<file path="src/sv/pfos_isqrt.sv">
// Digit-serial integer square root, one result bit (two radicand bits) per cycle.
// Depends on nothing.
module pfos_isqrt (
    input  logic        i_clk,
    input  logic        i_rst_n,
    input  logic        i_start,
    input  logic [35:0] i_rad,
    output logic        o_done,
    output logic [17:0] o_root
);
    logic [35:0] r_rad, n_rad;
    logic [19:0] r_rem, n_rem;
    logic [17:0] r_root, n_root;
    logic [4:0]  r_cnt, n_cnt;
    logic        r_busy, n_busy;
    logic        r_done, n_done;
    logic [19:0] w_rem, w_trial;

    always_comb begin
        n_rad = r_rad; n_rem = r_rem; n_root = r_root;
        n_cnt = r_cnt; n_busy = r_busy; n_done = 1'b0;
        w_rem = {r_rem[17:0], r_rad[35:34]};
        w_trial = {r_root, 2'b01};
        if (i_start) begin
            n_rad = i_rad; n_rem = '0; n_root = '0;
            n_cnt = 5'd0; n_busy = 1'b1;
        end else if (r_busy) begin
            n_rad = {r_rad[33:0], 2'b00};
            if (w_rem >= w_trial) begin
                n_rem = w_rem - w_trial;
                n_root = {r_root[16:0], 1'b1};
            end else begin
                n_rem = w_rem;
                n_root = {r_root[16:0], 1'b0};
            end
            n_cnt = r_cnt + 5'd1;
            if (r_cnt == 5'd17) begin
                n_busy = 1'b0;
                n_done = 1'b1;
            end
        end
    end

    always_ff @(posedge i_clk) begin
        r_rad <= n_rad; r_rem <= n_rem; r_root <= n_root; r_cnt <= n_cnt;
        if (!i_rst_n) begin
            r_busy <= 1'b0;
            r_done <= 1'b0;
        end else begin
            r_busy <= n_busy;
            r_done <= n_done;
        end
    end

    assign o_done = r_done;
    assign o_root = r_root;
endmodule

</file>
<file path="config.mk">
export PLATFORM = sky130hd
export DESIGN_NAME = pfos_isqrt
export DESIGN_NICKNAME = d
export VERILOG_FILES = /design/src/sv/pfos_isqrt.sv
export SDC_FILE = /design/constraint.sdc
export NUM_CORES = 1
export LEC_CHECK = 0
export BUFFER_PORTS_ARGS = -buffer_cell sky130_fd_sc_hd__buf_4
export CAP_MARGIN = 20
export CELL_PAD_IN_SITES_DETAIL_PLACEMENT = 1
export CELL_PAD_IN_SITES_GLOBAL_PLACEMENT = 1
export CORE_MARGIN = 1.5
export CORE_UTILIZATION = 45
export CTS_BUF_LIST = sky130_fd_sc_hd__clkbuf_16
export DETAILED_ROUTE_END_ITERATION = 16
export GPL_TIMING_DRIVEN = 0
export PLACE_DENSITY_LB_ADDON = 0.1
export SLEW_MARGIN = 20
export SYNTH_ARGS = -nofsm -noshare
export SYNTH_HDL_FRONTEND = slang
export SYNTH_SLANG_ARGS = --single-unit
</file>
<file path="constraint.sdc">
create_clock -name i_clk -period 2.45 [get_ports i_clk]
set_clock_uncertainty 0.05 [all_clocks]
set_input_delay 0.245 -clock i_clk [delete_from_list [all_inputs] [get_ports i_clk]]
set_output_delay 0.245 -clock i_clk [all_outputs]
set_load 0.1 [all_outputs]
</file>
==> run_results.csv <==
group,metric,value,unit
clocking,clkSinkCount,79,
power,power.density,1382,nW/µm²
clocking,numCtsBuffers,9,
layout,nFillCells,957,
logic_synthesis,syn_inst,390,
run_status,status,"finished with violations",
clocking,cts_tree,"done",
run_status,failed_checks,"negative setup slack",
logic_synthesis,ys_seq_area_share,47.20,%
sta,worst_pin_slew,0.8524,ns
global_routing,grt_max_degree,38,
logic_synthesis,yosys_warnings,0,
logic_synthesis,synthDominantCellAreaShare,26.28,%
global_routing,met2_usage,42.20,%
floorplan,die_w,98.62,µm
sta,slew_headroom,43.17,%
placed_design,io_buffers,56,
clocking,htree_levels,3,
sta,period_needed,2.582,ns
power,power.total,0.007474,W
logic_synthesis,syn_avg_cell_area,10.55,µm²
layout,syn2layout_area_growth,31.45,%
sta,fin_setup_tns,-0.8550,ns
detailed_routing,ant_nets,0,
sta,maxSlewViolCount,0,
detailed_routing,drc,0,
clocking,clock_path_buffers,2,
detailed_routing,vias,3310,
setup_path,worstPathArrival,2.72,ns
global_routing,grt_pass1_wl,17650,µm
sta,fmax,0.3873,GHz
floorplan,core.rowCount,34,
global_routing,overflow,0,
global_routing,grt_util_met1,26.77,%
layout,drive_above_1_share,37.40,%
sta,setup_viol,13,
logic_synthesis,synth_area_leaders,"edfxtp_1 (26%), dfxtp_1 (21%), mux2_2 (9.3%)",
floorplan,die_area,9725,µm²
detailed_routing,wl,11060,µm
detailed_routing,drtPass1Iterations,6,
setup_path,cp-end-kind,"flip-flop",
power,p_leak,2.170,nW
global_routing,top_usage_layer,"met2",
floorplan,fp.dieH,98.62,µm
placed_design,place.gp.congestion,0.7777,
detailed_routing,wl_per_cell,18.68,µm
detailed_routing,drt-initial-drc-count,91,
sta,finalHoldViolCount,0,
clocking,clk_pin_slew,0.06,ns
logic_synthesis,synthTopCellsByCount,"nor2_1 (47), dfxtp_1 (43), edfxtp_1 (36)",
placed_design,dpl_cell_area,4735,µm²
setup_path,crit_path_max_fanout,5,
floorplan,initial_core_util,46.72,%
logic_synthesis,synth_most_common_cell,"nor2_1",
logic_synthesis,synth.distinct_cells,48,
min_path,whs_path_depth,3,
setup_path,crit_slowest_cell,"edfxtp_1",
setup_path,cp.required,2.59,ns
setup_path,path_cells,"inv_2 > ha_4 > and2b_1 > o211ai_1 > buf_4 > a311oi_4 > o21ai_4 > a21oi_4 > buf_6 > buf_8 > mux2i_2 > a211oi_2",
clocking,clock_latency,0.33,ns
min_path,hold_path_class,"input port to flip-flop",
logic_synthesis,async_reset_ff_share,0,%
sta,period_share,105.4,%
layout,fin_area,5408,µm²
floorplan,io_pins,58,
placed_design,preCtsSetupSlack,-0.2253,ns
logic_synthesis,synth_edf_count,36,
job,drv_cap,0,
logic_synthesis,synth_area,4114,µm²
logic_synthesis,yosys.area.top_type,"edfxtp_1",
global_routing,grt_pass1_vias,3604,
global_routing,grtUsageMet3,5.603,%
sta,rsz0062_at_grt,"yes",
logic_synthesis,synthFlopType,"dfxtp_1",
clocking,root_buffer,"clkbuf_16",
layout,diodes,0,
setup_path,path_class,"flip-flop to flip-flop",
logic_synthesis,synth_seq_cells,79,
logic_synthesis,syn_nets,451,
layout,post-route-util,61.41,%
power,ir_drop,0.7414,mV
global_routing,grtUsageTotal,23.27,%
global_routing,grt_antenna_before_repair,0,
floorplan,core,8806,µm²
sta,fin_ws,-0.1318,ns
setup_path,start_kind,"flip-flop",
setup_path,reg2reg_depth,12,
placed_design,dp_hpwl,7082,µm
setup_path,slowest_delay,0.40,ns
detailed_routing,via_per_inst,5.591,
layout,layout.nets,540,
clocking,postCtsHoldBufs,0,
[metal layers]
metal / wire, µm / vias up
li1: - / 1578
met1: 4612 / 1641
met2: 5774 / 71
met3: 471 / 20
met4: 203 / 0
met5: 0 / -
[cell usage in the layout, fill, tap and decap left out, drive strengths merged, types with 2 or more instances in the layout]
cell type,n
nand3,2
mux2,34
a31oi,3
a21oi,15
edfxtp,36
o211ai,4
inv,30
o21ai,20
a311oi,2
clkinvlp,2
nand2,21
clkbuf,20
o21a,4
dfxtp,43
xnor2,12
nand4,6
a211oi,8
mux2i,30
ha,22
nand2b,2
nor3b,2
and2,2
nor2,47
xor2,5
nor3,8
a21o,2
buf,84
[sequential cells by signal, indices dropped and copies added (netlist names)]
signal and count:
r_rad 36, o_root 18, r_rem 18, r_cnt 5
o_done 1, r_busy 1
[cell families (layout without fill, tap and decap cells)]
group,after synthesis,after routing,synth area share (%)
XOR/XNOR,17,17,3.619
AO/OA/AOI/OAI,65,65,10.55
flip-flops,79,79,47.20
AND/OR/NAND/NOR,99,99,11.04
buffers and inverters,44,138,4.288
multiplexers,64,64,16.61
adder cells (fa/ha/maj),22,22,6.691
[final timing paths]
path	startpoint	to	slack [ns]
max	r_rad[34]	r_rem[8]	-0.13
min	i_rst_n	r_busy	0.11
max reg2reg	r_rad[34]	r_rem[8]	-0.13
min reg2reg	r_rem[17]	r_rem[17]	0.43
[worst max-delay path, delay by kind of cell (launching register included)]
family | cells | cell delay [ns]
compound gates | 5 | 0.78
fa+ha+maj | 1 | 0.17
buf+inv | 4 | 0.55
flops | 1 | 0.40
mux | 1 | 0.24
simple gates | 1 | 0.24
[what timing repair did]
item | CTS | global route
pin swaps | 15 | 12
cloned | 1 | 0
setup buffers | 17 | 6
hold endpoints to repair | 0 | 0
endpoints found under the setup margin | 18 | 19
gates resized for setup | 25 | 24
[final cells by class]
type | count | area (µm²) | area share [%]
Multi-Input combinational cell | 267 | 2187 | 40.44
Clock inverter | 7 | 71.32 | 1.319
Clock buffer | 9 | 225.2 | 4.165
Inverter | 27 | 101.3 | 1.874
Sequential cell | 79 | 1987 | 36.74
Buffer | 17 | 87.58 | 1.620
Timing Repair Buffer | 78 | 613.1 | 11.34
Tap cell | 108 | 135.1 | 2.499
[report_power, final]
| part | internal [W] | switching (W) | total, W | leakage [nW] |
|---|---|---|---|---|
| clock | 0.000791 | 0.000554 | 0.00135 | 0.144 |
| sequential | 0.00157 | 0.000137 | 0.00170 | 0.725 |
| combinational | 0.00225 | 0.00217 | 0.00442 | 1.30 |
| total | 0.00461 | 0.00286 | 0.00747 | 2.17 |
[through the flow]
| stage | cells | hold slack (ns) |
|---|---|---|
| 3_3_place_gp | 554 | 0.4046 |
| 3_5_place_dp | 554 | 0.4220 |
| 6_report | 592 | 0.1121 |
| 2_1_floorplan | 390 | 0.3307 |
| 5_1_grt | 592 | 0.1320 |
| 4_1_cts | 587 | 0.1024 |
Power figures use the tool's default switching activity.
